===== src/rtl/rpd_pkg.sv =====
`default_nettype none

package rpd_pkg;

  localparam int unsigned WordW  = 16;
  localparam int unsigned EntryW = 6;
  localparam int unsigned SizeW  = 6;

  localparam logic [SizeW-1:0] ListSizeReset = 6'd32;

endpackage

`default_nettype wire


===== src/rtl/rpd_mod.sv =====
`default_nettype none

module rpd_mod #(
  parameter int unsigned CntW = 6
) (
  input  wire logic                     clk_i,
  input  wire logic                     rst_ni,
  input  wire logic                     start_i,
  input  wire logic [rpd_pkg::WordW-1:0] word_i,
  input  wire logic [CntW-1:0]          divisor_i,
  output logic                          done_o,
  output logic [CntW-1:0]               rem_o
);
  import rpd_pkg::*;

  localparam int unsigned BitW = $clog2(WordW);

  logic            busy_q, busy_d;
  logic            done_q, done_d;
  logic [BitW-1:0] bit_q, bit_d;
  logic [WordW-1:0] word_q, word_d;
  logic [CntW-1:0] rem_q, rem_d;
  logic [CntW:0]   trial;

  always_comb begin
    trial  = {rem_q, word_q[WordW-1]};
    busy_d = busy_q;
    done_d = 1'b0;
    bit_d  = bit_q;
    word_d = word_q;
    rem_d  = rem_q;
    if (start_i) begin
      busy_d = 1'b1;
      bit_d  = BitW'(WordW - 1);
      word_d = word_i;
      rem_d  = '0;
    end else if (busy_q) begin
      word_d = {word_q[WordW-2:0], 1'b0};
      if (trial >= {1'b0, divisor_i}) begin
        rem_d = CntW'(trial - {1'b0, divisor_i});
      end else begin
        rem_d = trial[CntW-1:0];
      end
      bit_d = bit_q - BitW'(1);
      if (bit_q == '0) begin
        busy_d = 1'b0;
        done_d = 1'b1;
      end
    end
  end

  always_ff @(posedge clk_i or negedge rst_ni) begin
    if (!rst_ni) begin
      busy_q <= 1'b0;
      done_q <= 1'b0;
      bit_q  <= '0;
    end else begin
      busy_q <= busy_d;
      done_q <= done_d;
      bit_q  <= bit_d;
    end
  end

  always_ff @(posedge clk_i) begin
    word_q <= word_d;
    rem_q  <= rem_d;
  end

  assign done_o = done_q;
  assign rem_o  = rem_q;

endmodule

`default_nettype wire


===== src/rtl/random_permutation_draw.sv =====
`default_nettype none

// Draws a random permutation of 1..N one value per beat by the strike-out shuffle. Each input
// beat carries a random word; its remainder modulo the count of values left picks a position
// in an ascending store of the remaining values, that value is returned and removed, and
// last_draw marks the beat that empties the store. A draw runs through the accept, the
// bit-serial remainder unit (one bit of the word per cycle), a read of the chosen entry, a
// shift of the S entries above the chosen position, which move down one per cycle through
// the store memory, reading one entry while writing the one below it (S is at most N - 1),
// and a finish step; a permutation's first draw also refills the store one entry a cycle.
// A new list_size takes effect at the next refill; 0 is treated as 1 and values above
// MAX_ITEMS saturate.
module random_permutation_draw #(
  parameter int unsigned MAX_ITEMS = 32
) (
  input  wire logic                        clk_i,
  input  wire logic                        rst_ni,
  input  wire logic                        cfg_we_i,
  input  wire logic [rpd_pkg::SizeW-1:0]   cfg_wdata_i,
  input  wire logic                        in_valid_i,
  output logic                             in_ready_o,
  input  wire logic [rpd_pkg::WordW-1:0]   random_word_i,
  output logic                             out_valid_o,
  input  wire logic                        out_ready_i,
  output logic [rpd_pkg::EntryW-1:0]       drawn_value_o,
  output logic                             last_draw_o
);
  import rpd_pkg::*;

  localparam int unsigned AddrW = $clog2(MAX_ITEMS);
  localparam int unsigned CntW  = $clog2(MAX_ITEMS + 1);
  localparam int unsigned CmpW  = (CntW > SizeW) ? CntW : SizeW;

  localparam logic [2:0] StIdle   = 3'd0;
  localparam logic [2:0] StDiv    = 3'd1;
  localparam logic [2:0] StFill   = 3'd2;
  localparam logic [2:0] StRead   = 3'd3;
  localparam logic [2:0] StGrab   = 3'd4;
  localparam logic [2:0] StShift  = 3'd5;
  localparam logic [2:0] StFinish = 3'd6;

  logic [2:0]        state_q, state_d;
  logic [SizeW-1:0]  list_size_q;
  logic [CntW-1:0]   count_q, count_d;
  logic              fill_q, fill_d;
  logic [AddrW-1:0]  idx_q, idx_d;
  logic [EntryW-1:0] val_q, val_d;
  logic              out_valid_q, out_valid_d;
  logic [EntryW-1:0] drawn_q, drawn_d;
  logic              last_q, last_d;

  logic              in_accept;
  logic              div_done;
  logic [CntW-1:0]   div_rem;
  logic [AddrW-1:0]  pos;
  logic [CmpW-1:0]   size_ext;
  logic [CntW-1:0]   eff_size;
  logic [CntW-1:0]   idx_p1;
  logic [CntW-1:0]   idx_p2;
  logic [CntW-1:0]   pos_p1;
  logic              out_free;

  logic              mem_we, mem_re;
  logic [AddrW-1:0]  wr_addr, rd_addr;
  logic [EntryW-1:0] wr_data, rd_data_q;
  logic [EntryW-1:0] store_mem [MAX_ITEMS];

  assign in_ready_o = (state_q == StIdle);
  assign in_accept  = in_valid_i && in_ready_o;
  assign pos        = div_rem[AddrW-1:0];
  assign idx_p1     = CntW'(idx_q) + CntW'(1);
  assign idx_p2     = CntW'(idx_q) + CntW'(2);
  assign pos_p1     = CntW'(pos) + CntW'(1);
  assign out_free   = !out_valid_q || out_ready_i;

  always_comb begin
    size_ext = CmpW'(list_size_q);
    if (size_ext == '0) begin
      eff_size = CntW'(1);
    end else if (size_ext > CmpW'(MAX_ITEMS)) begin
      eff_size = CntW'(MAX_ITEMS);
    end else begin
      eff_size = CntW'(size_ext);
    end
  end

  rpd_mod #(
    .CntW(CntW)
  ) u_mod (
    .clk_i    (clk_i),
    .rst_ni   (rst_ni),
    .start_i  (in_accept),
    .word_i   (random_word_i),
    .divisor_i(count_q),
    .done_o   (div_done),
    .rem_o    (div_rem)
  );

  always_comb begin
    state_d     = state_q;
    count_d     = count_q;
    fill_d      = fill_q;
    idx_d       = idx_q;
    val_d       = val_q;
    out_valid_d = out_valid_q && !out_ready_i;
    drawn_d     = drawn_q;
    last_d      = last_q;
    mem_we      = 1'b0;
    mem_re      = 1'b0;
    wr_addr     = idx_q;
    wr_data     = rd_data_q;
    rd_addr     = pos;
    unique case (state_q)
      StIdle: begin
        if (in_accept) begin
          fill_d  = (count_q == '0);
          count_d = (count_q == '0) ? eff_size : count_q;
          state_d = StDiv;
        end
      end
      StDiv: begin
        if (div_done) begin
          idx_d   = '0;
          state_d = fill_q ? StFill : StRead;
        end
      end
      StFill: begin
        mem_we  = 1'b1;
        wr_data = EntryW'(idx_p1);
        if (idx_p1 == count_q) begin
          state_d = StRead;
        end else begin
          idx_d = AddrW'(idx_p1);
        end
      end
      StRead: begin
        mem_re  = 1'b1;
        state_d = StGrab;
      end
      StGrab: begin
        val_d = rd_data_q;
        idx_d = pos;
        if (pos_p1 < count_q) begin
          mem_re  = 1'b1;
          rd_addr = AddrW'(pos_p1);
          state_d = StShift;
        end else begin
          state_d = StFinish;
        end
      end
      StShift: begin
        mem_we = 1'b1;
        idx_d  = AddrW'(idx_p1);
        if (idx_p2 < count_q) begin
          mem_re  = 1'b1;
          rd_addr = AddrW'(idx_p2);
        end else begin
          state_d = StFinish;
        end
      end
      StFinish: begin
        if (out_free) begin
          out_valid_d = 1'b1;
          drawn_d     = val_q;
          last_d      = (count_q == CntW'(1));
          count_d     = count_q - CntW'(1);
          state_d     = StIdle;
        end
      end
      default: begin
        state_d = StIdle;
      end
    endcase
  end

  always_ff @(posedge clk_i or negedge rst_ni) begin
    if (!rst_ni) begin
      state_q     <= StIdle;
      list_size_q <= ListSizeReset;
      count_q     <= '0;
      fill_q      <= 1'b0;
      out_valid_q <= 1'b0;
    end else begin
      state_q     <= state_d;
      count_q     <= count_d;
      fill_q      <= fill_d;
      out_valid_q <= out_valid_d;
      if (cfg_we_i) begin
        list_size_q <= cfg_wdata_i;
      end
    end
  end

  always_ff @(posedge clk_i) begin
    idx_q   <= idx_d;
    val_q   <= val_d;
    drawn_q <= drawn_d;
    last_q  <= last_d;
  end

  always_ff @(posedge clk_i) begin
    if (mem_we) begin
      store_mem[wr_addr] <= wr_data;
    end
    if (mem_re) begin
      rd_data_q <= store_mem[rd_addr];
    end
  end

  assign out_valid_o   = out_valid_q;
  assign drawn_value_o = drawn_q;
  assign last_draw_o   = last_q;

`ifndef NO_ASSERTIONS
  a_count_bound: assert property (@(posedge clk_i) disable iff (!rst_ni)
    count_q <= CntW'(MAX_ITEMS))
    else $error("remaining count exceeds the store depth");

  a_div_nonzero: assert property (@(posedge clk_i) disable iff (!rst_ni)
    (state_q == StDiv) |-> (count_q != '0))
    else $error("remainder taken with a zero divisor");

  a_done_in_div: assert property (@(posedge clk_i) disable iff (!rst_ni)
    div_done |-> (state_q == StDiv))
    else $error("remainder unit finished outside the divide phase");

  a_shift_range: assert property (@(posedge clk_i) disable iff (!rst_ni)
    (state_q == StShift) |-> (idx_p1 < count_q))
    else $error("shift moves an entry beyond the remaining count");
`endif

endmodule

`default_nettype wire


===== config.mk =====
export PLATFORM = sky130hd
export DESIGN_NAME = random_permutation_draw
export DESIGN_NICKNAME = d
export VERILOG_FILES = /design/src/rtl/rpd_pkg.sv /design/src/rtl/rpd_mod.sv /design/src/rtl/random_permutation_draw.sv
export SDC_FILE = /design/constraint.sdc
export NUM_CORES = 1
export LEC_CHECK = 0
export BUFFER_PORTS_ARGS = -buffer_cell sky130_fd_sc_hd__buf_2
export CORE_UTILIZATION = 50
export DETAILED_ROUTE_END_ITERATION = 16
export PLACE_DENSITY = 0.69
export SLEW_MARGIN = 20
export SYNTH_ARGS = -nofsm -noshare
export SYNTH_HDL_FRONTEND = slang
export SYNTH_SLANG_ARGS = --single-unit
export TNS_END_PERCENT = 100

===== constraint.sdc =====
create_clock -name clk_i -period 3.65 [get_ports clk_i]
set_clock_uncertainty 0.1 [all_clocks]
set_input_delay 0.365 -clock clk_i [delete_from_list [all_inputs] [get_ports clk_i]]
set_output_delay 0.365 -clock clk_i [all_outputs]
set_load 0.01 [all_outputs]

# [After elaboration in Yosys (flattened, before gate mapping)]
# Memories as Yosys holds them, arrays and structs flattened. A register that Yosys moved wholly into a read port is not among the register bits.
# Index checks and enable logic that the tools add are counted.
[op_classes] add_sub_neg=6 n_lt_le_gt_ge=4 eq_ne=15 mux=40 n_reduce_logical=18
[op_table] op="two-way mux 6 bit" count=7
[op_table] op="two-way mux 16 bit" count=2
[op_table] op="case mux 3 bit (7 select lines)" count=1
[op_table] op="two-way mux 5 bit" count=4
[op_table] op="case mux 5 bit (4 select lines)" count=1
[op_table] op="two-way mux 3 bit" count=5
[op_table] op="two-way mux 1 bit" count=14
[op_table] op="adder 5 x 1 -> 6 bit, second input constant" count=2
[op_table] op="logical NOT 6 bit" count=2
[op_table] op="less-than comparator 6 bit" count=2
[op_table] op="case mux 6 bit (2 select lines)" count=1
[op_table] op="case mux 5 bit (2 select lines)" count=1
[op_table] op="== test 3 bit, second input constant" count=3
[op_table] op="two-way mux 4 bit" count=2
[op_table] op="!= test 2 bit, second input constant" count=4
[op_table] op=">= comparator 7 x 6 -> 1 bit" count=1
[op_table] op="adder 5 x 2 -> 6 bit, second input constant" count=1
[op_table] op="== test 3 x 2 -> 1 bit, second input constant" count=2
[op_table] op="== test 6 x 1 -> 1 bit, second input constant" count=1
[op_table] op="== test 6 bit" count=1
[op_table] op="greater-than comparator 6 bit, second input constant" count=1
[op_table] op="!= test 2 x 1 -> 1 bit, second input constant" count=3
[op_table] op="subtractor 6 x 1 -> 6 bit, second input constant" count=1
[op_table] op="subtractor 6 bit" count=1
[op_table] op="16 further kinds" count=20
[word_totals] ff_bits=63 ram_bits=192 input_bits=27 out_inout_bits=9 memories=1
[memory_table] name="store_mem" depth=32 width=6 read_ports=1 rd_ports_with_merged_regs=1 wr=1 line="random_permutation_draw.sv:66" source="logic [EntryW-1:0] store_mem [MAX_ITEMS];"

# [Depth between registers and ports, before layout]
# Gate-level depths: netlist of run 1.
[logic_depth] depth_word=6 ltp_mapped=17 mapped_depth_nobuf=13

# [Cells and area by module]
# From an unflattened synthesis of run 1, not the netlist that was laid out.
[hier_totals] cells_unflattened=954 area_unflattened_um2=11891.4
[modules_own_cells] mod="random_permutation_draw" instances=1 cells_each=827 area_per_inst_um2=10421.2 seq_area_each_um2=6912.9
[modules_own_cells] mod="rpd_mod" instances=1 cells_each=127 area_per_inst_um2=1470.2 seq_area_each_um2=750.7

# [Least setup slack after synthesis of run 1]
# No wires, ideal clock.
[synth_path] kind="register to register" startpoint="reg u_mod.rem_q[1] (netlist: u_mod.rem_o[1])" endpoint="reg rd_data_q[0], read port of store_mem, data pin" setup_ns=0.256 t_arrival_ns=3.487 required_time_ns=3.294 setup_slack_ns=-0.193 path_stages_with_launch=16 path_buffers=2 synth_period_minus_slack_ns=3.843 path_cell_list="dfxtp_1 -> ha_1 -> nand3_1 -> xnor2_1 -> ha_1 -> a21o_1 -> a21o_1 -> a211oi_4 -> nor2_4 -> a221o_1 -> buf_6 -> buf_12 -> mux2i_1 -> o22ai_1 -> or4_1 -> o211a_1"
[synth_between] elab_chain_cells=4 word_cells_on_any_way=7 cone_classes="1 x add/sub; 1 x order compare; 5 x mux"
[synth_lines] item="from (decl)" line="rpd_mod.sv:22" source="logic [CntW-1:0] rem_q, rem_d;"
[synth_lines] item="from (signal assigned)" line="rpd_mod.sv:66" source="rem_q <= rem_d;"
[synth_lines] item="adder 5 x 1 -> 6 bit" line="random_permutation_draw.sv:73" source="assign pos_p1 = CntW'(pos) + CntW'(1);"
[synth_lines] item="less-than comparator 6 bit" line="random_permutation_draw.sv:143" source="if (pos_p1 < count_q) begin"
[synth_lines] item="two-way mux 1 bit or two-way mux 5 bit (tied branches)" line="random_permutation_draw.sv:143"
[synth_lines] item="case mux 1 bit (3 select lines) or case mux 5 bit (2 select lines) (tied branches)" line="random_permutation_draw.sv:113" source="unique case (state_q)"
[synth_lines] item="to (decl)" line="random_permutation_draw.sv:65" source="logic [EntryW-1:0] wr_data, rd_data_q;"
# Parallel ways exist; a longest one is shown, timed or not.
# A chain may end at the register's enable or synchronous reset.

# [Final worst setup path of run 1]
[layout_path] startpoint="reg idx_q[1]" endpoint="reg rd_data_q[3], read port of store_mem, data pin"
[layout_between] elab_chain_cells=4 word_cells_on_any_way=6 cone_classes="1 x add/sub; 1 x order compare; 4 x mux"
[layout_lines] item="from (decl)" line="random_permutation_draw.sv:46" source="logic [AddrW-1:0] idx_q, idx_d;"
[layout_lines] item="from (signal assigned)" line="random_permutation_draw.sv:195" source="idx_q <= idx_d;"
[layout_lines] item="adder 5 x 2 -> 6 bit (*)" line="random_permutation_draw.sv:72" source="assign idx_p2 = CntW'(idx_q) + CntW'(2);"
[layout_lines] item="less-than comparator 6 bit" line="random_permutation_draw.sv:154" source="if (idx_p2 < count_q) begin"
[layout_lines] item="two-way mux 1 bit or two-way mux 5 bit (tied branches)" line="random_permutation_draw.sv:154"
[layout_lines] item="case mux 1 bit (3 select lines) or case mux 5 bit (2 select lines) (tied branches)" line="random_permutation_draw.sv:113"
# Every way passes the cells marked *; elsewhere a longest branch is shown, timed or not.

==> results of run 1 <==
[worst paths after layout]
path                                         from                to
worst max register to register           idx_q[1]      rd_data_q[3]
worst max-delay path                     idx_q[1]      rd_data_q[3]
min in group asynchronous                  rst_ni      u_mod.busy_q
worst min-delay path            random_word_i[12]  u_mod.word_q[12]
max in group asynchronous                  rst_ni        state_q[2]
worst min register to register           val_q[2]  drawn_value_o[2]
[flip-flops by register name, summed over array words and instances (netlist names), 3 cells and up]
register and cells:
list_size_q 6, u_mod.bit_q 4, u_mod.rem_o 6, val_q 6, idx_q 5, u_mod.word_q 16
rd_data_q 6, state_q 3, count_q 6, drawn_value_o 6, store_mem 192
[metal layers]
layer	global-route usage, %	part of all wire [%]	vias up
met3	4.29	7.5	39
met2	37.9	48	270
li1	-	-	3574
met4	6.36	2.2	0
met1	31.9	42	3743
met5	0	0	-
[Yosys cell counts (all sizes together), types with 2 or more instances]
cell type | instances | share of area, %
o21ai | 24 | 1.1
xnor2 | 9 | 0.68
o22ai | 10 | 0.54
a211oi | 6 | 0.50
nand2b | 7 | 0.38
a32oi | 13 | 0.98
ha | 26 | 2.8
nor4b | 2 | 0.15
o21bai | 6 | 0.39
clkbuf | 22 | 0.71
a22o | 3 | 0.23
a221o | 3 | 0.26
a21boi | 2 | 0.13
nor3b | 2 | 0.13
a221oi | 3 | 0.23
a22oi | 12 | 0.78
nor3 | 10 | 0.47
nor2b | 3 | 0.23
nand3 | 27 | 1.2
nor2 | 64 | 2.1
xor2 | 9 | 0.68
or4 | 5 | 0.32
a21o | 14 | 0.91
dfrtp | 22 | 4.7
nand2 | 151 | 4.9
mux2 | 13 | 1.3
inv | 21 | 0.68
and3 | 11 | 0.59
buf | 18 | 1.1
mux2i | 63 | 5.4
a21oi | 31 | 1.3
dfxtp | 6 | 1.0
and2 | 6 | 0.32
a41o | 2 | 0.17
nand3b | 6 | 0.39
o2bb2ai | 5 | 0.38
edfxtp | 232 | 60
o211a | 5 | 0.43
[area by class of cell]
| class | count | area [um2] | share of cell area, % |
|---|---|---|---|
| Sequential cell | 261 | 7670 | 54.7 |
| Clock buffer | 31 | 691 | 4.93 |
| Multi-Input combinational cell | 568 | 4000 | 28.5 |
| Timing Repair Buffer | 142 | 1130 | 8.08 |
| Tap cell | 285 | 357 | 2.55 |
| Clock inverter | 16 | 85.1 | 0.607 |
| Inverter | 21 | 78.8 | 0.563 |
[critical path, cell delays in order (launching register included)]
cell	delay [ns]
edfxtp_1	0.44
ha_4	0.22
xor2_4	0.19
ha_4	0.30
buf_6	0.09
nand4_1	0.10
a21oi_2	0.17
nor3_2	0.07
buf_4	0.16
a221o_4	0.53
buf_6	0.16
mux2_2	0.28
o2bb2ai_2	0.12
or4_4	0.54
o211a_1	0.24
[power groups by stage]
stage	logic (mW)	registers, mW	clock network (mW)
floorplan	4.17	4.54	0
global placement	6.46	4.58	0
detailed placement	6.56	4.59	0
CTS	6.71	4.54	2.49
global route	7.95	4.60	2.61
finish	7.35	4.55	2.45
[timing repair]
action	CTS	global route
cloned	0	3
setup endpoints to repair	6	6
gates resized for setup	11	40
pin swaps	3	13
hold endpoints to repair	41	0
buffers inserted	2	7
hold buffers	20	0
[through the flow]
stage / std cells / hold WS [ns] / util, % / setup WS [ns]
final: 1324 / 0.0139 / 61.7 / -0.314
after detailed placement: 1246 / 0.280 / 55.6 / -0.330
after CTS: 1315 / 0.00185 / 60.2 / -0.181
after floorplan: 890 / -0.0306 / - / -0.0100
after global placement: 1246 / 0.278 / 55.6 / -0.273
after global routing: 1324 / 0.0308 / 61.7 / -0.410
[kinds of logic (layout without fill, tap and decap cells)]
family | count (synthesis) | in the layout | synth area share [%]
simple gates | 299 | 299 | 11.5
xor+xnor | 18 | 18 | 1.36
buf+inv | 61 | 210 | 2.45
mux | 76 | 76 | 6.70
flops | 261 | 261 | 66.1
fa+ha+maj | 27 | 27 | 2.98
compound gates | 148 | 148 | 8.98
==> run_results.csv, run 1 <==
group,metric,value,unit
setup_path,ff2ff_path_depth,14,
floorplanning,core,22700,um2
floorplanning,initial_utilization,51.1,%
clock_network,cts-root-buf,"clkbuf_16",
setup_path,critPathRequiredTime,3.84,ns
final_layout,diodes,0,
drt,wl,27100,um
synthesis,synth_edf_count,232,
power,p_total,14.4,mW
clock_network,htreeDepth,1,
final_layout,fin_area,14000,um2
synthesis,ys_seq_area_share,66.1,%
drt,drt_iter0_drc,681,
drt,first_pass_iters,5,
synthesis,synth-async-reset-ratio,8.81,%
drt,wire_per_inst,20.5,um
drt,vias_per_cell,5.76,
power,powerDensity,1020,nW/um2
synthesis,avgSynthCellArea,13.0,um2
final_layout,final_common_cell,"edfxtp_1",
run,max-cap-violations,0,
final_layout,final_cell_mix,"edfxtp_1, nand2_1, buf_4, nor2_1, mux2i_1",
min_path,holdCritPathClass,"input pin to flip-flop",
timing,max_freq,252,MHz
synthesis,syn_nets,944,
timing,tightest_slew,0.877,ns
global_route,antenna_found_initial,0,
synthesis,syn-cell-area,11600,um2
final_layout,finalNetCount,1075,
clock_network,cts_buffers,27,
power,swShare,39.0,%
place,dp_hpwl,17700,um
floorplanning,die_h,154,um
final_layout,nFillCells,1733,
timing,post-route-min-period,3.96,ns
global_route,grt_pass1_vias,7477,
clock_network,cts_tree,"done",
power,clock_power_share,17.1,%
floorplanning,die_area,23800,um2
power,p_leak,5.24,nW
timing,maxSlewViolCount,0,
setup_path,worstSetupPathType,"flip-flop to flip-flop",
power,p_comb_share,51.2,%
synthesis,yosysWarnings,0,
synthesis,synth_seq_cells,261,
global_route,track_usage,23.1,%
setup_path,startpoint_type,"flip-flop",
setup_path,cp-end-kind,"flip-flop",
timing,final_hold_viol_count,0,
timing,setup_viol,6,
synthesis,synth-main-ff-cell,"edfxtp_1",
setup_path,reg2reg_slack,-0.31,ns
synthesis,synthCells,890,
clock_network,clk_path_buf_depth,3,
power,max-vdd-ir-drop,0.586,mV
global_route,grt_max_degree,33,
global_route,grt_pass1_wl,42000,um
power,seq_power_share,31.7,%
setup_path,worstPathArrival,4.15,ns
floorplanning,die_x,154,um
place,gp_congestion,0.895,
setup_path,worstPathMaxFanout,8,
final_layout,drive_gt1_share,22.1,%
clock_network,clock_latency,0.54,ns
min_path,hold_path_depth,3,
timing,fin_ws,-0.314,ns
power,switchingPower,5.60,mW
global_route,globalRoute.totalOverflow,0,
run_status,status,"finished, violations left",
synthesis,synth.distinct_cells,64,
floorplanning,std_cell_rows,55,
place,placed_cell_area,12600,um2
clock_network,path_clk_slew,0.06,ns
timing,rsz0062_at_grt,"true",
drt,drc,0,
drt,drt.antenna.violating_nets,0,
timing,slew_headroom,41.5,%
clock_network,cts_sinks,261,
timing,min_period_over_period,109,%
floorplanning,ioPinCount,36,
place,io_buffers,35,
power,internal_power,8.75,mW
final_layout,area_growth,20.8,%
run_status,violations,"negative setup slack",
drt,vias,7626,
timing,tns,-1.20,ns
Note: power is estimated with default switching activity, not from simulation.
==> run 2, diff against run 1 <==
--- a/config.mk
+++ b/config.mk
@@ -6,9 +6,10 @@
 export NUM_CORES = 1
 export LEC_CHECK = 0
 export BUFFER_PORTS_ARGS = -buffer_cell sky130_fd_sc_hd__buf_2
+export CORE_MARGIN = 2
 export CORE_UTILIZATION = 50
 export DETAILED_ROUTE_END_ITERATION = 16
-export PLACE_DENSITY = 0.69
+export PLACE_DENSITY = 0.66
 export SLEW_MARGIN = 20
 export SYNTH_ARGS = -nofsm -noshare
 export SYNTH_HDL_FRONTEND = slang
==> constraint.sdc (replaced) <==
create_clock -name clk_i -period 5.04 [get_ports clk_i]
set_clock_uncertainty 0.1 [all_clocks]
set_input_delay 0.504 -clock clk_i [delete_from_list [all_inputs] [get_ports clk_i]]
set_output_delay 0.504 -clock clk_i [all_outputs]
set_load 0.01 [all_outputs]
==> run 2 against run 1 <==
Net effect: the flow now finishes without violations; via count shrank 6.3%; non-clock buffer count is 94 lower; worst setup slack better by 0.64 ns; sequential power fell by 26%; worst hold slack better by 0.084 ns; critical path depth shrank 1; cell area decreased by 7.7%; fmax decreased by 16%; first-iteration DRC count increased by 12%; die area up 2.6%; largest cell class unchanged; highest routed layer unchanged.
==> run_results.csv, run 2 (synthesis results as in run 1) <==
group,metric,value,unit
setup_path,worstSetupPathType,"flip-flop to flip-flop",
min_path,min-delay-start,"cfg_wdata_i[1]",
final_layout,diodes,0,
final_layout,nFillCells,1880,
run_status,status,"complete, no violations",
timing,tightest_slew,1.03,ns
clock_network,htreeDepth,1,
run,max-cap-violations,0,
final_layout,regMostFlops,"store_mem",
power,internal_power,5.58,mW
final_layout,multi_input_area,3720,um2
final_layout,final_cell_mix,"edfxtp_1, nand2_1, nor2_1, mux2i_1, buf_2",
clock_network,clock_latency,0.54,ns
drt,vias_per_cell,5.80,
drt,vias,7146,
timing,max_freq,212,MHz
final_layout,final_common_cell,"edfxtp_1",
global_route,track_usage,21.7,%
min_path,holdCritPathClass,"input pin to flip-flop",
clock_network,cts_sinks,261,
clock_network,clk_path_buf_depth,3,
clock_network,path_clk_slew,0.06,ns
power,p_leak,4.76,nW
place,io_buffers,35,
timing,rsz0062_at_grt,"false",
power,swShare,40.5,%
floorplanning,core,22700,um2
setup_path,r2r_start,"u_mod.rem_o[0]",
setup_path,cp-end-kind,"flip-flop",
timing,maxSlewViolCount,0,
floorplanning,die_x,156,um
setup_path,cp_slowest_cell,"a221o_4",
global_route,grt_pass1_vias,6963,
timing,tns,0,ns
power,powerDensity,724,nW/um2
final_layout,largest_register_ffs,192,
final_layout,finalNetCount,982,
final_layout,area_growth,11.4,%
power,p_comb_share,44.1,%
power,seq_power_share,36.0,%
setup_path,startpoint_type,"flip-flop",
final_layout,ff_latch_area,7660,um2
setup_path,crit_end,"rd_data_q[4]",
setup_path,critPathRequiredTime,5.20,ns
floorplanning,die_h,156,um
setup_path,critPathMaxStageDelay,0.54,ns
global_route,grt_pass1_wl,40200,um
floorplanning,std_cell_rows,55,
final_layout,drive_gt1_share,12.3,%
power,switchingPower,3.79,mW
place,gp_congestion,0.886,
drt,drc,0,
final_layout,largestRegisters,"store_mem x192, u_mod.word_q x16",
setup_path,reg2reg_to,"rd_data_q[4]",
floorplanning,die_area,24400,um2
timing,fin_ws,0.326,ns
global_route,globalRoute.totalOverflow,0,
setup_path,reg2reg_slack,0.33,ns
floorplanning,initial_utilization,51.1,%
timing,whs,0.0981,ns
clock_network,cts_setup_buffers,0,
drt,drt.antenna.violating_nets,0,
timing,post-route-min-period,4.71,ns
floorplanning,ioPinCount,36,
setup_path,worstPathArrival,4.87,ns
timing,slew_headroom,31.1,%
timing,final_hold_viol_count,0,
place,dp_slack,0.342,ns
power,max-vdd-ir-drop,0.348,mV
setup_path,worstPathMaxFanout,41,
setup_path,crit_start,"u_mod.rem_o[0]",
global_route,grt_max_degree,42,
setup_path,ff2ff_path_depth,13,
clock_network,cts_tree,"done",
drt,first_pass_iters,5,
setup_path,cp_cell_sequence,"ha_1 > nand3_1 > xnor2_1 > ha_1 > a21o_1 > a21o_1 > a211oi_4 > and2_1 > a221o_4 > mux2_2 > a21oi_1 > nor4b_2 > a211oi_1",
drt,wl,25800,um
clock_network,cts-root-buf,"clkbuf_16",
global_route,antenna_found_initial,0,
clock_network,cts_buffers,28,
drt,drt_iter0_drc,765,
timing,min_period_over_period,93.5,%
timing,setup_viol,0,
place,dp_hpwl,16900,um
power,clock_power_share,19.9,%
drt,wire_per_inst,20.9,um
==> run 2: changes by cell type in the layout (fill, tap and decap cells not counted), sizes merged <==
cell | before | now
buf | 120 | 47
clkbuf | 33 | 30
clkinv | 12 | 17
dlygate4sd3 | 20 | 1
inv | 23 | 22
==> run 2: cell type report <==
type | instances | area share (%)
clock buffer | 30 | 5.64
clock inverter | 20 | 0.794
inverter | 21 | 0.610
multi-input combinational | 568 | 28.8
sequential | 261 | 59.3
tap | 285 | 2.76
timing repair buffer | 48 | 2.13
==> run 2: worst min path at each step <==
stage / end / slack, ns / depth (start not counted)
after global routing: list_size_q[4] / 0.09 / 2
final: list_size_q[1] / 0.1 / 2
after global placement: drawn_value_o[0] / 0.30 / 0
after detailed placement: drawn_value_o[0] / 0.30 / 0
after CTS: list_size_q[1] / 0.08 / 2
after floorplan: count_q[0] / 0.11 / 0
==> run 2: worst max-delay path: cells and delay by family, from the launching register on <==
kind / cells / cell delay (ns)
AO/OA/AOI/OAI: 6 / 1.67
multiplexers: 1 / 0.41
AND/OR/NAND/NOR: 3 / 0.88
adder cells (fa/ha/maj): 2 / 0.56
flip-flops: 1 / 0.50
XOR/XNOR: 1 / 0.27
==> run 2: per-layer routing <==
layer | part of all wire [%] | track usage (%)
met1 | 43 | 31.1
met2 | 47 | 35.0
met3 | 7.6 | 3.24
met4 | 2.0 | 5.64
met5 | 0 | 0
==> run 2: what timing repair did <==
| action | in CTS | in global routing |
|---|---|---|
| endpoints found under the hold margin | 22 | 0 |
| gates resized for setup | 0 | 1 |
| hold buffers | 1 | 0 |
| endpoints found under the setup margin | 0 | 1 |
==> run 2: power groups by stage <==
stage                     registers [mW]  logic (mW)  clock network [mW]
after floorplan                     3.28        2.96                   0
after global placement              3.40        4.01                   0
after detailed placement            3.41        4.07                   0
after CTS                           3.37        4.09                1.90
after global routing                3.41        4.51                1.98
final                               3.37        4.13                1.86
==> run 2: per-stage QoR <==
step                      cell area (um2)  power (mW)  util [%]  cells
after floorplan                     11600        6.24         -    890
after global placement              12100        7.42      53.2   1182
after detailed placement            12100        7.48      53.2   1182
after CTS                           12900        9.36      56.9   1233
after global routing                12900        9.90      56.9   1233
final                               12900        9.36      56.9   1233
